### src/rtl/fps_pkg.sv
`timescale 1ns / 1ps

package fps_pkg;

  localparam int unsigned MAX_FRAMES = 64;

  localparam int unsigned FrameW = 6;
  localparam int unsigned DirW   = 2;
  localparam int unsigned StepW  = 7;
  localparam int unsigned MaskW  = 64;
  localparam int unsigned CfgIdxW = 3;
  localparam int unsigned CfgDataW = 64;
  // dividend of the try count reaches 63 + 127
  localparam int unsigned DivW   = 8;
  // candidate frame spans -127 .. 190
  localparam int unsigned TestW  = 9;

  typedef enum logic [1:0] {
    OP_ADVANCE    = 2'd0,
    OP_CHECK_LAST = 2'd1,
    OP_SET_FRAME  = 2'd2,
    OP_SET_DIR    = 2'd3
  } op_e;

  typedef enum logic [CfgIdxW-1:0] {
    CFG_START_FRAME = 3'd0,
    CFG_END_FRAME   = 3'd1,
    CFG_STEP_SIZE   = 3'd2,
    CFG_REPEAT_PLAY = 3'd3,
    CFG_FRAME_MASK  = 3'd4
  } cfg_idx_e;

  localparam logic [DirW-1:0] DIR_PAUSE = 2'b00;
  localparam logic [DirW-1:0] DIR_FWD   = 2'b01;
  localparam logic [DirW-1:0] DIR_BACK  = 2'b11;

  typedef enum logic [2:0] {
    ST_IDLE,
    ST_PREP,
    ST_DIV,
    ST_SEARCH,
    ST_WRITE
  } state_e;

  typedef struct packed {
    logic load;
    logic prep;
    logic div_step;
    logic search_step;
    logic commit;
  } cmd_t;

  typedef struct packed {
    op_e  op;
    logic dir_zero;
    logic range_empty;
    logic search_done;
  } status_t;

endpackage

### src/rtl/fps_in_if.sv
`timescale 1ns / 1ps

interface fps_in_if;
  logic                          valid;
  logic                          ready;
  logic [1:0]                    opcode;
  logic [fps_pkg::FrameW-1:0]    frame_value;
  logic signed [fps_pkg::DirW-1:0] direction_value;

  modport source (output valid, output opcode, output frame_value,
                  output direction_value, input ready);
  modport sink   (input valid, input opcode, input frame_value,
                  input direction_value, output ready);
endinterface

### src/rtl/fps_out_if.sv
`timescale 1ns / 1ps

interface fps_out_if;
  logic                            valid;
  logic                            ready;
  logic [fps_pkg::FrameW-1:0]      current_frame;
  logic signed [fps_pkg::DirW-1:0] play_direction;
  logic                            change_flag;

  modport source (output valid, output current_frame, output play_direction,
                  output change_flag, input ready);
  modport sink   (input valid, input current_frame, input play_direction,
                  input change_flag, output ready);
endinterface

### src/rtl/fps_ctrl.sv
`timescale 1ns / 1ps

module fps_ctrl (
  input  logic             clk_i,
  input  logic             rst_ni,
  input  logic             in_valid_i,
  output logic             in_ready_o,
  output logic             out_valid_o,
  input  logic             out_ready_i,
  input  fps_pkg::status_t status_i,
  output fps_pkg::cmd_t    cmd_o
);

  fps_pkg::state_e state_q, state_d;
  logic [2:0]      cnt_q, cnt_d;
  logic            out_valid_q, out_valid_d;
  logic            out_free;
  logic            short_item;

  assign out_free = !out_valid_q || out_ready_i;

  // items that need no search go straight to the write
  assign short_item = (status_i.op == fps_pkg::OP_SET_FRAME) ||
                      (status_i.op == fps_pkg::OP_SET_DIR) ||
                      ((status_i.op == fps_pkg::OP_ADVANCE) && status_i.dir_zero) ||
                      status_i.range_empty;

  always_comb begin
    state_d = state_q;
    unique case (state_q)
      fps_pkg::ST_IDLE: begin
        if (in_valid_i) state_d = fps_pkg::ST_PREP;
      end
      fps_pkg::ST_PREP: begin
        state_d = short_item ? fps_pkg::ST_WRITE : fps_pkg::ST_DIV;
      end
      fps_pkg::ST_DIV: begin
        if (cnt_q == 3'd7) state_d = fps_pkg::ST_SEARCH;
      end
      fps_pkg::ST_SEARCH: begin
        if (status_i.search_done) state_d = fps_pkg::ST_WRITE;
      end
      fps_pkg::ST_WRITE: begin
        if (out_free) state_d = fps_pkg::ST_IDLE;
      end
      default: state_d = fps_pkg::ST_IDLE;
    endcase
  end

  always_comb begin
    cmd_o             = '0;
    in_ready_o        = (state_q == fps_pkg::ST_IDLE);
    cmd_o.load        = in_ready_o && in_valid_i;
    cmd_o.prep        = (state_q == fps_pkg::ST_PREP);
    cmd_o.div_step    = (state_q == fps_pkg::ST_DIV);
    cmd_o.search_step = (state_q == fps_pkg::ST_SEARCH);
    cmd_o.commit      = (state_q == fps_pkg::ST_WRITE) && out_free;
    cnt_d             = cmd_o.prep ? 3'd0 : (cmd_o.div_step ? cnt_q + 3'd1 : cnt_q);
    if (cmd_o.commit) begin
      out_valid_d = 1'b1;
    end else if (out_ready_i) begin
      out_valid_d = 1'b0;
    end else begin
      out_valid_d = out_valid_q;
    end
  end

  assign out_valid_o = out_valid_q;

  always_ff @(posedge clk_i or negedge rst_ni) begin
    if (!rst_ni) begin
      state_q     <= fps_pkg::ST_IDLE;
      cnt_q       <= 3'd0;
      out_valid_q <= 1'b0;
    end else begin
      state_q     <= state_d;
      cnt_q       <= cnt_d;
      out_valid_q <= out_valid_d;
    end
  end

endmodule

### src/rtl/fps_dp.sv
`timescale 1ns / 1ps

module fps_dp #(
  parameter int unsigned MaxFrames = fps_pkg::MAX_FRAMES
) (
  input  logic                             clk_i,
  input  logic                             rst_ni,
  input  logic                             cfg_we_i,
  input  logic [fps_pkg::CfgIdxW-1:0]      cfg_idx_i,
  input  logic [fps_pkg::CfgDataW-1:0]     cfg_wdata_i,
  input  logic [1:0]                       opcode_i,
  input  logic [fps_pkg::FrameW-1:0]       frame_value_i,
  input  logic signed [fps_pkg::DirW-1:0]  direction_value_i,
  input  fps_pkg::cmd_t                    cmd_i,
  output fps_pkg::status_t                 status_o,
  output logic [fps_pkg::FrameW-1:0]       current_frame_o,
  output logic signed [fps_pkg::DirW-1:0]  play_direction_o,
  output logic                             change_flag_o
);

  localparam int unsigned FW = fps_pkg::FrameW;
  localparam int unsigned DW = fps_pkg::DirW;
  localparam int unsigned SW = fps_pkg::StepW;
  localparam int unsigned QW = fps_pkg::DivW;
  localparam int unsigned TW = fps_pkg::TestW;

  // configuration
  logic [FW-1:0]              start_q, end_q;
  logic [SW-1:0]              step_q;
  logic                       repeat_q;
  logic [fps_pkg::MaskW-1:0]  mask_q;

  // sequencer state
  logic [FW-1:0]              frame_q, frame_d;
  logic [DW-1:0]              dir_q, dir_d;

  // item and work registers
  fps_pkg::op_e               op_q;
  logic [FW-1:0]              fv_q;
  logic [DW-1:0]              dv_q;
  logic [QW-1:0]              rem_q, rem_d;
  logic [QW-1:0]              quo_q, quo_d;
  logic signed [TW-1:0]       test_q, test_d;
  logic [FW-1:0]              nf_q, nf_d;
  logic [FW-1:0]              out_frame_q;
  logic [DW-1:0]              out_dir_q;
  logic                       out_flag_q;
  logic                       flag_d;

  logic [SW-1:0]              step_eff;
  logic signed [TW-1:0]       delta;
  logic signed [TW-1:0]       first_s, last_s, cur_s;
  logic signed [TW-1:0]       t1, t2;
  logic [QW-1:0]              dividend;
  logic [QW-1:0]              rem_sh;
  logic                       rem_ge;
  logic                       has_data;

  assign step_eff = (step_q == '0) ? SW'(1) : step_q;
  assign first_s  = $signed({{(TW-FW){1'b0}}, start_q});
  assign last_s   = $signed({{(TW-FW){1'b0}}, end_q});
  assign cur_s    = $signed({{(TW-FW){1'b0}}, frame_q});

  always_comb begin
    unique case (dir_q)
      fps_pkg::DIR_FWD:  delta = $signed({{(TW-SW){1'b0}}, step_eff});
      fps_pkg::DIR_BACK: delta = -$signed({{(TW-SW){1'b0}}, step_eff});
      default:           delta = '0;
    endcase
  end

  assign dividend = QW'(end_q) - QW'(start_q) + QW'(step_eff);

  // one restoring division step: rem_q stays below the step, so the shift fits
  assign rem_sh = {rem_q[QW-2:0], quo_q[QW-1]};
  assign rem_ge = rem_sh >= QW'(step_eff);

  // wrap the candidate (repeat off: to the current frame), then look up its bit
  always_comb begin
    t1 = test_q;
    if (t1 > last_s) t1 = repeat_q ? first_s : cur_s;
    t2 = t1;
    if (t2 < first_s) t2 = repeat_q ? last_s : cur_s;
  end

  assign has_data = (t2[TW-1:FW] == '0) &&
                    ({1'b0, t2[FW-1:0]} < (FW+1)'(MaxFrames)) &&
                    mask_q[t2[FW-1:0]];

  always_comb begin
    rem_d  = rem_q;
    quo_d  = quo_q;
    test_d = test_q;
    nf_d   = nf_q;
    if (cmd_i.prep) begin
      rem_d  = '0;
      quo_d  = dividend;
      test_d = cur_s + delta;
      nf_d   = frame_q;
    end else if (cmd_i.div_step) begin
      rem_d = rem_ge ? rem_sh - QW'(step_eff) : rem_sh;
      quo_d = {quo_q[QW-2:0], rem_ge};
    end else if (cmd_i.search_step && (quo_q != '0)) begin
      // quo_q now counts the tries left
      if (has_data) begin
        nf_d = t2[FW-1:0];
      end else begin
        test_d = t2 + delta;
        quo_d  = quo_q - QW'(1);
      end
    end
  end

  always_comb begin
    frame_d = frame_q;
    dir_d   = dir_q;
    flag_d  = 1'b0;
    unique case (op_q)
      fps_pkg::OP_ADVANCE: begin
        if (dir_q != fps_pkg::DIR_PAUSE) begin
          if (nf_q == frame_q) begin
            if (!repeat_q) begin
              dir_d  = fps_pkg::DIR_PAUSE;
              flag_d = 1'b1;
            end
          end else begin
            // flag a move against the play direction
            flag_d  = (dir_q == fps_pkg::DIR_FWD) ? (nf_q < frame_q) : (nf_q > frame_q);
            frame_d = nf_q;
          end
        end
      end
      fps_pkg::OP_CHECK_LAST: begin
        if (nf_q == frame_q) begin
          dir_d  = fps_pkg::DIR_PAUSE;
          flag_d = 1'b1;
        end
      end
      fps_pkg::OP_SET_FRAME: begin
        frame_d = ({1'b0, fv_q} >= (FW+1)'(MaxFrames)) ? FW'(MaxFrames - 1) : fv_q;
      end
      fps_pkg::OP_SET_DIR: begin
        unique case (dv_q)
          fps_pkg::DIR_PAUSE: dir_d = fps_pkg::DIR_PAUSE;
          fps_pkg::DIR_FWD:   dir_d = fps_pkg::DIR_FWD;
          default:            dir_d = fps_pkg::DIR_BACK;
        endcase
      end
      default: ;
    endcase
  end

  always_ff @(posedge clk_i or negedge rst_ni) begin
    if (!rst_ni) begin
      start_q  <= '0;
      end_q    <= FW'(63);
      step_q   <= SW'(1);
      repeat_q <= 1'b0;
      mask_q   <= '1;
      frame_q  <= '0;
      dir_q    <= fps_pkg::DIR_PAUSE;
    end else begin
      if (cfg_we_i) begin
        unique case (cfg_idx_i)
          fps_pkg::CFG_START_FRAME: start_q  <= cfg_wdata_i[FW-1:0];
          fps_pkg::CFG_END_FRAME:   end_q    <= cfg_wdata_i[FW-1:0];
          fps_pkg::CFG_STEP_SIZE:   step_q   <= cfg_wdata_i[SW-1:0];
          fps_pkg::CFG_REPEAT_PLAY: repeat_q <= cfg_wdata_i[0];
          fps_pkg::CFG_FRAME_MASK:  mask_q   <= cfg_wdata_i[fps_pkg::MaskW-1:0];
          default: ;
        endcase
      end
      if (cmd_i.commit) begin
        frame_q <= frame_d;
        dir_q   <= dir_d;
      end
    end
  end

  always_ff @(posedge clk_i) begin
    if (cmd_i.load) begin
      op_q <= fps_pkg::op_e'(opcode_i);
      fv_q <= frame_value_i;
      dv_q <= direction_value_i;
    end
    rem_q  <= rem_d;
    quo_q  <= quo_d;
    test_q <= test_d;
    nf_q   <= nf_d;
    if (cmd_i.commit) begin
      out_frame_q <= frame_d;
      out_dir_q   <= dir_d;
      out_flag_q  <= flag_d;
    end
  end

  assign status_o.op          = op_q;
  assign status_o.dir_zero    = (dir_q == fps_pkg::DIR_PAUSE);
  assign status_o.range_empty = end_q < start_q;
  assign status_o.search_done = (quo_q == '0) || has_data;

  assign current_frame_o  = out_frame_q;
  assign play_direction_o = out_dir_q;
  assign change_flag_o    = out_flag_q;

endmodule

### src/rtl/frame_playback_sequencer_top.sv
`timescale 1ns / 1ps

// Channel  Dir  Beat
// in_i     in   opcode, frame_value, direction_value
// out_o    out  current_frame, play_direction, change_flag
// cfg      in   cfg_we_i, cfg_idx_i, cfg_wdata_i (write only, no stall)
//
// Set frame, set direction, an advance while paused and any search over an
// empty range (end before start) skip the search and go from the prep state
// straight to the write state. Other advances and check-lasts run a restoring
// divider that sizes the search to at most 64 candidates, then a loop that
// checks one candidate a cycle until one has data or the try count runs out.
// A new beat is taken while a result waits on out_o; the next result holds in
// the write state until out_o is free.
// Reset is asynchronous, active low, and restores the register defaults.
module frame_playback_sequencer_top #(
  parameter int unsigned MaxFrames = fps_pkg::MAX_FRAMES
) (
  input  logic                          clk_i,
  input  logic                          rst_ni,
  input  logic                          cfg_we_i,
  input  logic [fps_pkg::CfgIdxW-1:0]   cfg_idx_i,
  input  logic [fps_pkg::CfgDataW-1:0]  cfg_wdata_i,
  fps_in_if.sink                        in_i,
  fps_out_if.source                     out_o
);

  fps_pkg::cmd_t    cmd;
  fps_pkg::status_t status;

  fps_ctrl u_ctrl (
    .clk_i       (clk_i),
    .rst_ni      (rst_ni),
    .in_valid_i  (in_i.valid),
    .in_ready_o  (in_i.ready),
    .out_valid_o (out_o.valid),
    .out_ready_i (out_o.ready),
    .status_i    (status),
    .cmd_o       (cmd)
  );

  fps_dp #(
    .MaxFrames (MaxFrames)
  ) u_dp (
    .clk_i             (clk_i),
    .rst_ni            (rst_ni),
    .cfg_we_i          (cfg_we_i),
    .cfg_idx_i         (cfg_idx_i),
    .cfg_wdata_i       (cfg_wdata_i),
    .opcode_i          (in_i.opcode),
    .frame_value_i     (in_i.frame_value),
    .direction_value_i (in_i.direction_value),
    .cmd_i             (cmd),
    .status_o          (status),
    .current_frame_o   (out_o.current_frame),
    .play_direction_o  (out_o.play_direction),
    .change_flag_o     (out_o.change_flag)
  );

  // never overwrite a result that has not been taken
  a_commit_free: assert property (@(posedge clk_i) disable iff (!rst_ni)
    cmd.commit |-> (!out_o.valid || out_o.ready))
    else $error("result written over a pending beat");

  // one item at a time: no new beat right after an accept
  a_one_item: assert property (@(posedge clk_i) disable iff (!rst_ni)
    (in_i.valid && in_i.ready) |=> !in_i.ready)
    else $error("input taken while an item is in flight");

  a_commit_shows: assert property (@(posedge clk_i) disable iff (!rst_ni)
    cmd.commit |=> out_o.valid)
    else $error("written result not shown");

  a_dir_code: assert property (@(posedge clk_i) disable iff (!rst_ni)
    out_o.valid |-> (out_o.play_direction != 2'sb10))
    else $error("play direction out of range");

endmodule

### src/flat_wrapper.sv
// flat-port wrapper written by rule: the top's interface ports become plain ports
module frame_playback_sequencer_top_flat 
#(
  parameter int unsigned MaxFrames = fps_pkg::MAX_FRAMES
)
  (clk_i, rst_ni, cfg_we_i, cfg_idx_i, cfg_wdata_i, in_i_valid, in_i_opcode, in_i_frame_value, in_i_direction_value, in_i_ready, out_o_valid, out_o_current_frame, out_o_play_direction, out_o_change_flag, out_o_ready);
  fps_in_if in_i_i ();
  fps_out_if out_o_i ();
  input  logic clk_i;
  input  logic rst_ni;
  input  logic cfg_we_i;
  input  logic [fps_pkg::CfgIdxW-1:0] cfg_idx_i;
  input  logic [fps_pkg::CfgDataW-1:0] cfg_wdata_i;
  input wire logic [$bits(in_i_i.valid)-1:0] in_i_valid;
  input wire logic [$bits(in_i_i.opcode)-1:0] in_i_opcode;
  input wire logic [$bits(in_i_i.frame_value)-1:0] in_i_frame_value;
  input wire logic [$bits(in_i_i.direction_value)-1:0] in_i_direction_value;
  output wire logic [$bits(in_i_i.ready)-1:0] in_i_ready;
  output wire logic [$bits(out_o_i.valid)-1:0] out_o_valid;
  output wire logic [$bits(out_o_i.current_frame)-1:0] out_o_current_frame;
  output wire logic [$bits(out_o_i.play_direction)-1:0] out_o_play_direction;
  output wire logic [$bits(out_o_i.change_flag)-1:0] out_o_change_flag;
  input wire logic [$bits(out_o_i.ready)-1:0] out_o_ready;
  assign in_i_i.valid = in_i_valid;
  assign in_i_i.opcode = in_i_opcode;
  assign in_i_i.frame_value = in_i_frame_value;
  assign in_i_i.direction_value = in_i_direction_value;
  assign in_i_ready = in_i_i.ready;
  assign out_o_valid = out_o_i.valid;
  assign out_o_current_frame = out_o_i.current_frame;
  assign out_o_play_direction = out_o_i.play_direction;
  assign out_o_change_flag = out_o_i.change_flag;
  assign out_o_i.ready = out_o_ready;
  frame_playback_sequencer_top #(.MaxFrames(MaxFrames)) u_core (.clk_i(clk_i), .rst_ni(rst_ni), .cfg_we_i(cfg_we_i), .cfg_idx_i(cfg_idx_i), .cfg_wdata_i(cfg_wdata_i), .in_i(in_i_i), .out_o(out_o_i));
endmodule
### config.mk
export PLATFORM = sky130hd
export DESIGN_NAME = frame_playback_sequencer_top_flat
export DESIGN_NICKNAME = d
export VERILOG_FILES = /design/src/rtl/fps_pkg.sv /design/src/rtl/fps_in_if.sv /design/src/rtl/fps_out_if.sv /design/src/rtl/fps_ctrl.sv /design/src/rtl/fps_dp.sv /design/src/rtl/frame_playback_sequencer_top.sv /design/src/flat_wrapper.sv
export SDC_FILE = /design/constraint.sdc
export NUM_CORES = 1
export LEC_CHECK = 0
export CORE_UTILIZATION = 58
export CTS_BUF_LIST = sky130_fd_sc_hd__clkbuf_8 sky130_fd_sc_hd__clkbuf_16
export DETAILED_ROUTE_END_ITERATION = 10
export DONT_BUFFER_PORTS = 1
export GPL_TIMING_DRIVEN = 0
export PLACE_DENSITY = 0.76
export RECOVER_POWER = 25
export SETUP_SLACK_MARGIN = 0.1
export SYNTH_ARGS = -nofsm -noshare
export SYNTH_HDL_FRONTEND = slang
export SYNTH_HIERARCHICAL = 1
export SYNTH_SLANG_ARGS = --single-unit
### constraint.sdc
create_clock -name clk_i -period 7.5 [get_ports clk_i]
set_input_delay 0 -clock clk_i [delete_from_list [all_inputs] [get_ports clk_i]]
set_output_delay 0 -clock clk_i [all_outputs]
set_load 0.02 [all_outputs]
Word-level counts from Yosys, hierarchy flattened
Index checks and enable logic that the tools add are counted.
- add/subtract/negate cells: 8
- reduce and logical (&&, ||, !) cells: 35
- equal/unequal tests: 23
- mux-type cells: 46
- $lt $le $gt $ge: 7
- operators with widths (kind ; number):
    $mux W9 ; 6
    $mux W6 ; 8
    $mux W8 ; 4
    $mux W3 ; 7
    $pmux W9 S2 ; 1
    $pmux W3 S5 ; 1
    $mux W7 ; 2
    $eq A3 B2 Y1 const B ; 4
    $lt A6 B6 Y1 ; 2
    $pmux W6 S2 ; 1
    $reduce_and A2 Y1 ; 6
    $reduce_bool A2 Y1 ; 5
    $add A7 B9 Y9 ; 1
    $add A9 B9 Y9 ; 1
    $eq A3 B3 Y1 const B ; 3
    $gt A9 B7 Y1 ; 1
    $logic_not A3 Y1 ; 3
    $lt A9 B7 Y1 ; 1
    $neg A7 Y9 ; 1
    $add A8 B7 Y8 ; 1
    $ge A8 B7 Y1 ; 1
    $logic_not A8 Y1 ; 1
    $mux W1 ; 8
    $mux W2 ; 4
    26 further kinds ; 46
- output and inout port bits: 11
- flip-flop bits (word level): 148
- input bits: 82
- word-level logic and storage cells: 139

Depth between registers and ports, before layout
Gate-level depths: netlist (run 1).
- depth after elaboration: 11
- gate-level depth with buffers: 37
- depth with buffers taken out: 34

By module
Netlist (run 1), hierarchy kept.
- by module, submodules not included (module ; cells an instance ; sequential area each (um^2) ; area each (um^2) ; instances):
    fps_dp ; 825 ; 3792.4 ; 8458.1 ; 1
    fps_ctrl ; 49 ; 175.2 ; 429.2 ; 1

Worst setup path before layout (run 1)
No wires, ideal clock.
- path kind: register to register
- start: register u_core.u_dp.end_q[1]
- end: register u_core.u_dp.test_q[8], data pin
- period minus slack after synthesis: 6958 ps
- buffers on the path: 4
- data required time: 7240 ps
- data arrival time: 6699 ps
- path slack: 542 ps
- library setup time: 260 ps
- stages on the path, launching flop included: 38
- cells stage by stage: dfstp_2 -> inv_1 -> ha_1 -> nor2b_1 -> o21ai_0 -> nand2b_1 -> a21oi_1 -> nor2b_1 -> o21ai_0 -> nand2_1 -> ha_1 -> clkbuf_1 -> o31ai_4 -> mux2_2 -> ha_1 -> a21boi_0 -> o21a_1 -> o21a_1 -> [2 not listed] -> a2111oi_0 -> ha_1 -> clkbuf_1 -> clkbuf_1 -> nand2_1 -> nand2_1 -> buf_2 -> mux2_2 -> ha_1 -> fa_1 -> a21oi_1 -> nor2_1 -> nor2_1 -> o21bai_1 -> a21oi_1 -> o21bai_1 -> a21oi_1 -> xnor2_1
- word-level cells in the longest chain between the ends: 9
- elaborated cells between the ends (all ways): 10
- classes of those cells: add/sub (1); order compare (2); mux (7)
- RTL lines (element ; RTL line ; text):
    start, declared ; fps_dp.sv:28 ; logic [FW-1:0] start_q, end_q;
    start signal, assigned ; fps_dp.sv:166 ; fps_pkg::CFG_END_FRAME: end_q <= cfg_wdata_i[FW-1:0];
    $gt A9 B7 Y1 ; fps_dp.sv:81 ; if (t1 > last_s) t1 = repeat_q ? first_s : cur_s;
    $mux W9 ; fps_dp.sv:81 ;
    $lt A9 B7 Y1 ; fps_dp.sv:83 ; if (t2 < first_s) t2 = repeat_q ? last_s : cur_s;
    $mux W9 * ; fps_dp.sv:83 ;
    $add A9 B9 Y9 * ; fps_dp.sv:108 ; test_d = t2 + delta;
    $mux W9 * ; fps_dp.sv:105 ; if (has_data) begin
    $mux W9 * ; fps_dp.sv:103 ; end else if (cmd_i.search_step && (quo_q != '0)) begin
    $mux W9 * ; fps_dp.sv:100 ; end else if (cmd_i.div_step) begin
    $mux W9 * ; fps_dp.sv:95 ; if (cmd_i.prep) begin
    net u_core.u_dp.test_d[8] ; fps_dp.sv:43 ; logic signed [TW-1:0] test_q, test_d;
    end signal, assigned ; fps_dp.sv:188 ; test_q <= test_d;
    end, declared ; fps_dp.sv:43 ;
The timed path passes the listed nets; every way through them passes the cells marked *. The select of a mux whose other input is x is not followed.
A chain may end at the register's enable or synchronous reset.

Worst setup path in the final report (run 1)
- start: register u_core.u_dp.end_q[1]
- end: register u_core.u_dp.nf_q[2] (enable)
- word-level cells in the longest chain between the ends: 9
- elaborated cells between the ends (all ways): 11
- classes of those cells: order compare (2); mux (5); reduce/logical (4)
- RTL lines (element ; RTL line ; text):
    $gt A9 B7 Y1 ; fps_dp.sv:81 ;
    $mux W9 ; fps_dp.sv:81 ;
    $lt A9 B7 Y1 ; fps_dp.sv:83 ;
    $mux W9 * ; fps_dp.sv:83 ;
    $bmux W1 S6 ; fps_dp.sv:88 ; mask_q[t2[FW-1:0]];
    $mux W1 (implied by the code) ; fps_dp.sv:88 ;
    $logic_and A1 B1 Y1 * ; fps_dp.sv:87 ; ({1'b0, t2[FW-1:0]} < (FW+1)'(MaxFrames)) &&
    $reduce_bool A2 Y1 (no source line) * ; -- ;
    $reduce_and A3 Y1 (no source line) * ; -- ;
    end signal, assigned ; fps_dp.sv:189 ; nf_q <= nf_d;
    end, declared ; fps_dp.sv:44 ; logic [FW-1:0] nf_q, nf_d;
Every way passes the cells marked *; elsewhere a longest branch is shown, timed or not. The select of a mux whose other input is x is not followed.

==> results of run 1 <==
==> metal layers <==
metal	up-vias	wire, µm
met2	293	10400
met4	0	528
li1	3360	-
met5	-	0
met3	49	1590
met1	3468	9960
==> per-stage QoR <==
step | instances | area [µm²]
finish | 1181 | 10800
global route | 1180 | 10800
CTS | 1174 | 10700
detailed placement | 1058 | 9120
global placement | 1058 | 9120
floorplan | 874 | 8890
==> kinds of logic after synthesis <==
group,count (synthesis),synth area share (%)
muxes,95,11.8
adders and majority gates,56,8.22
xor gates and xnor gates,28,2.76
buffers and inverters,102,4.86
AOI/OAI and AO/OA,192,13.9
DFF,148,44.6
and+or+nand+nor,253,13.8
==> worst max-delay path, delay by kind of cell (launching register included) <==
kind | cells | cell delay, ns
simple gates | 7 | 1.10
buf+inv | 8 | 1.26
mux | 2 | 0.51
fa+ha+maj | 4 | 1.18
compound gates | 12 | 2.28
flops | 1 | 0.53
==> flip-flops by register name, indices dropped and copies added (netlist names) <==
signal	flops
u_core/u_dp/nf_q	6
u_core/u_dp/dir_q	2
u_core/u_dp/op_q	2
u_core/u_ctrl/state_q	3
u_core/u_dp/current_frame_o	6
u_core/u_dp/quo_q	8
u_core/u_ctrl/cnt_q	3
u_core/u_dp/frame_q	6
u_core/u_dp/test_q	9
u_core/u_dp/step_q	7
u_core/u_dp/end_q	6
u_core/u_dp/fv_q	6
u_core/u_dp/rem_q	7
u_core/u_dp/dv_q	2
u_core/u_dp/start_q	6
u_core/u_dp/repeat_q	1
u_core/u_dp/mask_q	64
u_core/u_ctrl/out_valid_o	1
u_core/u_dp/change_flag_o	1
u_core/u_dp/play_direction_o	2
==> layout make-up <==
cell class | count | area share [%]
flip-flops and latches | 148 | 36.9
clock inverters | 13 | 1.57
repair buffers | 92 | 8.40
plain buffers | 48 | 2.33
multi-input cells | 624 | 42.6
well taps | 184 | 2.14
clock buffers | 18 | 4.19
diodes | 1 | 0.0233
inverters | 53 | 1.85
==> cell usage after synthesis (5+ instances only) <==
library cell	n	area [µm²]
a21o_1	6	45.0
a21oi_1	46	230
nor2b_1	13	81.3
nand4_1	14	87.6
dfxtp_1	7	140
inv_1	52	195
and2_1	9	56.3
o211ai_1	5	37.5
mux2i_1	17	170
nor3b_1	8	60.1
nand2_1	104	390
o21bai_1	9	67.6
xor2_1	7	61.3
mux2_2	78	878
clkbuf_1	33	124
and3_1	12	75.1
xnor2_1	21	184
nand2b_1	7	43.8
ha_1	52	651
a211oi_1	10	75.1
dfrtp_1	28	701
nor2_1	45	169
nand3_1	10	50.1
dfstp_2	71	1870
edfxtp_1	42	1260
buf_2	9	45.0
o21ai_1	6	30.0
nor3_1	11	55.1
o21ai_0	61	305
==> path summary, 6_finish.rpt <==
path	endpoint	slack, ns	depth (start not counted)
min in group asynchronous	u_core/u_ctrl/cnt_q[0]$_DFFE_PN0P_	1.96	2
setup / recovery	u_core/u_dp/nf_q[2]$_DFFE_PP_	0.37	33
hold / removal	u_core/u_dp/step_q[6]$_DFFE_PN0P_	0.01	3
max in group asynchronous	u_core/u_dp/start_q[4]$_DFFE_PN0P_	2.56	2
setup reg to reg	u_core/u_dp/nf_q[2]$_DFFE_PP_	0.37	33
hold reg to reg	u_core/u_dp/rem_q[6]$_SDFFE_PP0P_	0.45	2
==> repair_timing <==
item,CTS,global route
setup buffers,0,6
hold buffers,86,0
gates resized for setup,16,26
pin swaps,0,6
endpoints found under the hold margin,196,0
setup endpoints to repair,31,30
==> results_dict.tcl, run 1 <==
set metrics [dict create \
    drv.max_cap_violation_count 1 \
    die_boundary_width_um 126 \
    grt.busiest_layer "met2" \
    nNetsFinal 1122 \
    place_congestion 0.917 \
    worstHoldPathType "in2reg" \
    grt_setup_unrepaired "no" \
    drc 0 \
    relSlewSlack_pct -246 \
    layout_commonest_cell "nand2_1" \
    cp.required_ns 7.65 \
    hold_path.startpoint "cfg_idx_i[2]" \
    dieArea_mm2 0.0158 \
    clock_latency_ns 0.43 \
    start_util_pct 60.2 \
    mostFrequentLayoutCells "102 x nand2_1, 85 x dlygate4sd3_1, 77 x mux2_2, 71 x dfstp_2, 58 x o21ai_0" \
    finalHoldViolations 0 \
    multi_input_area_mm2 0.00458 \
    synth_async_sr_flop_share_pct 66.9 \
    failing_checks "capacitance limit, slew limit" \
    final-setup-viol-count 0 \
    cts_inserted_buffers 17 \
    overall_via_count_from_detail_route 7170 \
    finalHoldWorstSlack_ns 0.0124 \
    ys_ff_latch 148 \
    finalCriticalPeriod_ns 7.13 \
    grt_start_max_net_pins 100 \
    postSynthCellCount 874 \
    vias_per_cell 6.07 \
    route.detailed.wl_per_inst_um 19.0 \
    setup.worst_path.start "u_core/u_dp/end_q[1]$_DFFE_PN1P_" \
    layout-drive-gt1-share_pct 22.9 \
    core_region_area_mm2 0.0148 \
    cp.arrival_ns 7.27 \
    grt_first_pass_wirelength_mm 36.2 \
    clock_tree.root_cell "clkbuf_16" \
    drt_first_iter_violations 551 \
    cpMaxStageDelayCell "dfstp_2" \
    clock_tree_from_tritoncts "done" \
    gr_usage_total_pct 29.6 \
    source_of_the_worst_register_to_register_timing_path "u_core/u_dp/end_q[1]$_DFFE_PN1P_" \
    dp_hpwl_mm 15.1 \
    tightestPinTransition_ns 5.18 \
    clockBufferDepth 2 \
    ys_types 73 \
    die_y_um 126 \
    outcome "finished with violations" \
    critPathMaxStageDelay_ns 0.53 \
    drt_pre_antenna_iters 5 \
    finalCoreUtilization_pct 72.9 \
    ant_nets 0 \
    fin_tns_setup_ns 0 \
    synth.cell_area_mm2 0.00889 \
    use_met2_pct 47.6 \
    io_buffers 0 \
    postSynthNetCount 1012 \
    rows 44 \
    first_global_vias 7205 \
    max_clock_skew_ns 0.00737 \
    timing_max_transition_violations_final 100 \
    clkSinkCount 148 \
    seq_area_frac_synth_pct 44.6 \
    worstSetupStartpointType "register" \
    grtUsageMet1_pct 39.8 \
    clock.fmax_mhz 140 \
    cts.htree.levels 4 \
    critical_path.most_common_cell "buf_4" \
    ios 93 \
    final_critical_path_setup_slack_ns 0.374 \
    critical_path.endpoint_type "register" \
    timing_worst_setup_path_type "reg2reg" \
    clk_transition_reported_paths_ns 0.06 \
    avgSynthCellArea_um2 10.2 \
    synth-edff-count 42 \
    route.final.wire_length_mm 22.4 \
    pre_cts_ws_ns -0.844 \
    timing.final.crit_share_pct 95.0 \
    met3_usage_grt_pct 5.35 \
    synth-warning-count 6 \
    fillers 1057 \
    register_area_mm2 0.00397 \
    grt_remaining_overflow 0 \
    areaGrowthSynthToFinish_pct 21.0 \
    worst-path-max-fanout 10 \
    grt_antenna_before_repair 0 \
    primary_ff_master_synth "dfstp_2" \
]
Power of run 1 is not shown: default switching activity piles up to over one toggle a cycle in this logic, so the estimate is an artifact.
==> inputs of run 2 (changes only) <==
--- a/config.mk
+++ b/config.mk
@@ -6,10 +6,10 @@
 export NUM_CORES = 1
 export LEC_CHECK = 0
-export CORE_UTILIZATION = 58
+export CORE_UTILIZATION = 69
 export CTS_BUF_LIST = sky130_fd_sc_hd__clkbuf_8 sky130_fd_sc_hd__clkbuf_16
 export DETAILED_ROUTE_END_ITERATION = 10
 export DONT_BUFFER_PORTS = 1
 export GPL_TIMING_DRIVEN = 0
-export PLACE_DENSITY = 0.76
+export PLACE_DENSITY = 0.85
 export RECOVER_POWER = 25
 export SETUP_SLACK_MARGIN = 0.1
==> constraint.sdc (replaced) <==
create_clock -name clk_i -period 8.6 [get_ports clk_i]
set_input_delay 0.86 -clock clk_i [delete_from_list [all_inputs] [get_ports clk_i]]
set_output_delay 0.86 -clock clk_i [all_outputs]
set_load 0.02 [all_outputs]
==> run 2 against run 1 <==
The flow now finishes without violations. First-iteration DRC count up 33%. Register-to-register slack better by 0.05 ns. Routed wire length down 0.74%. Non-clock buffer count down 92. Die area down 16%. Hold slack better by 0.11 ns. Global-route usage up 4.9 points. Core utilization up 4.2 points. Via count down 2.5%. Cell count down 8.8%. Clock-buffer cell count up 2. Critical endpoint is now u_core/u_dp/test_q[8]$_DFFE_PP_.
==> results_dict.tcl, run 2 (synthesis results as in run 1) <==
set metrics [dict create \
    dieArea_mm2 0.0133 \
    max_flop_register "u_core/u_dp/mask_q" \
    critical_path.endpoint_type "register" \
    mostFrequentLayoutCells "103 x nand2_1, 78 x mux2_2, 71 x dfstp_2, 61 x o21ai_0, 53 x inv_1" \
    clock.fmax_mhz 122 \
    route.final.wire_length_mm 22.3 \
    drv.max_cap_violation_count 0 \
    io_buffers 0 \
    worstSetupStartpointType "register" \
    worst-path-max-fanout 10 \
    grt_setup_unrepaired "yes" \
    cts-hold-fix-buffers 0 \
    clkSinkCount 148 \
    core_region_area_mm2 0.0126 \
    cts_inserted_buffers 17 \
    critical_path.most_common_cell "ha_1" \
    route.detailed.wl_per_inst_um 20.7 \
    outcome "finished clean" \
    timing.final.crit_share_pct 95.0 \
    grt_first_pass_wirelength_mm 34.6 \
    drt_first_iter_violations 735 \
    grt_remaining_overflow 0 \
    pre_cts_ws_ns 0.150 \
    dp_hpwl_mm 16.1 \
    overall_via_count_from_detail_route 6994 \
    grt_start_max_net_pins 100 \
    critPathMaxStageDelay_ns 0.57 \
    start_util_pct 70.7 \
    nNetsFinal 1030 \
    path_delay_family "compound AO/OA/AOI/OAI gates" \
    largest_registers "u_core/u_dp/mask_q x64, u_core/u_dp/test_q x9, u_core/u_dp/quo_q x8" \
    cts.htree.levels 4 \
    gr_usage_total_pct 34.5 \
    fin_tns_setup_ns 0 \
    finalCoreUtilization_pct 77.1 \
    cp.required_ns 8.78 \
    final_critical_path_setup_slack_ns 0.427 \
    path_buf_inv 4 \
    die_boundary_width_um 115 \
    drt_pre_antenna_iters 6 \
    layout_commonest_cell "nand2_1" \
    first_global_vias 6762 \
    clock_latency_ns 0.43 \
    clockBufferDepth 2 \
    max_clock_skew_ns 0.00813 \
    rows 41 \
    grt_antenna_before_repair 0 \
    path_depth 36 \
    die_y_um 115 \
    finalCriticalPeriod_ns 8.17 \
    num_antenna_cells 0 \
    reg2reg_depth 36 \
    largest_reg_flops 64 \
    cpMaxStageDelayCell "dfstp_2" \
    timing_max_transition_violations_final 0 \
    timing_worst_setup_path_type "reg2reg" \
    layout-drive-gt1-share_pct 23.0 \
    clock_tree.root_cell "clkbuf_16" \
    clk_transition_reported_paths_ns 0.06 \
    finalHoldViolations 0 \
    vias_per_cell 6.49 \
    worstHoldPathType "in2async" \
    ios 93 \
    fillers 794 \
    cp.arrival_ns 8.35 \
    final-setup-viol-count 0 \
    place_congestion 0.979 \
    relSlewSlack_pct 50.1 \
    ant_nets 0 \
    clock_tree_from_tritoncts "done" \
    drc 0 \
    areaGrowthSynthToFinish_pct 9.00 \
    buffers_inserted_by_post_cts_timing_repair 0 \
    tightestPinTransition_ns 0.749 \
]
## run 2: cell types whose count changed in the layout (fill, tap and decap cells not counted), sizes merged
cell / delta
buf: -9
bufinv: -3
clkbuf: +4
clkinv: +2
clkinvlp: +2
diode: -1
dlygate4sd3: -85
inv: -2
## run 2: final timing paths
kind / start / endpoint / slack [ns]
max: u_core/u_dp/end_q[1]$_DFFE_PN1P_ / u_core/u_dp/test_q[8]$_DFFE_PP_ / 0.43
min: rst_ni / u_core/u_ctrl/out_valid_o$_DFFE_PN0P_ / 0.12
max reg2reg: u_core/u_dp/end_q[1]$_DFFE_PN1P_ / u_core/u_dp/test_q[8]$_DFFE_PP_ / 0.43
min reg2reg: u_core/u_dp/rem_q[6]$_SDFFE_PP0P_ / u_core/u_dp/rem_q[6]$_SDFFE_PP0P_ / 0.46
max in group asynchronous: rst_ni / u_core/u_dp/end_q[4]$_DFFE_PN1P_ / 8.19
min in group clk_i: u_core/u_dp/rem_q[6]$_SDFFE_PP0P_ / u_core/u_dp/rem_q[6]$_SDFFE_PP0P_ / 0.46
## run 2: timing repair
| item | 4_1_cts | 5_1_grt |
|---|---|---|
| gates resized for setup | 1 | 4 |
| gates cloned | 0 | 0 |
| endpoints found under the setup margin | 6 | 27 |
## run 2: through the flow
step	cell area (µm²)	hold slack, ns	std cells
2_1_floorplan	8890	0.423	874
3_3_place_gp	9100	0.438	1046
3_5_place_dp	9100	0.450	1046
4_1_cts	9670	0.112	1078
5_1_grt	9690	0.106	1077
6_report	9690	0.121	1077
## run 2: area by class of cell
type                       instances  area (µm²)  area share, %
clock inverter                    12        73.8          0.762
sequential                       148        3970           41.0
tap                              172         215           2.22
multi-input combinational        624        4510           46.6
clock buffer                      20         489           5.05
inverter                          53         199           2.05
buffer                            48         229           2.36
## run 2: per-layer routing
| metal | part of all wire (%) | wire (µm) | track usage [%] | up-vias |
|---|---|---|---|---|
| li1 | - | - | - | 3182 |
| met1 | 42 | 9300 | 46.5 | 3377 |
| met2 | 47 | 10400 | 53.7 | 372 |
| met3 | 8.6 | 1910 | 7.95 | 63 |
| met4 | 3.0 | 676 | 15.1 | 0 |
| met5 | 0 | 0 | 0 | - |
Power of run 2 is left out for the same reason.
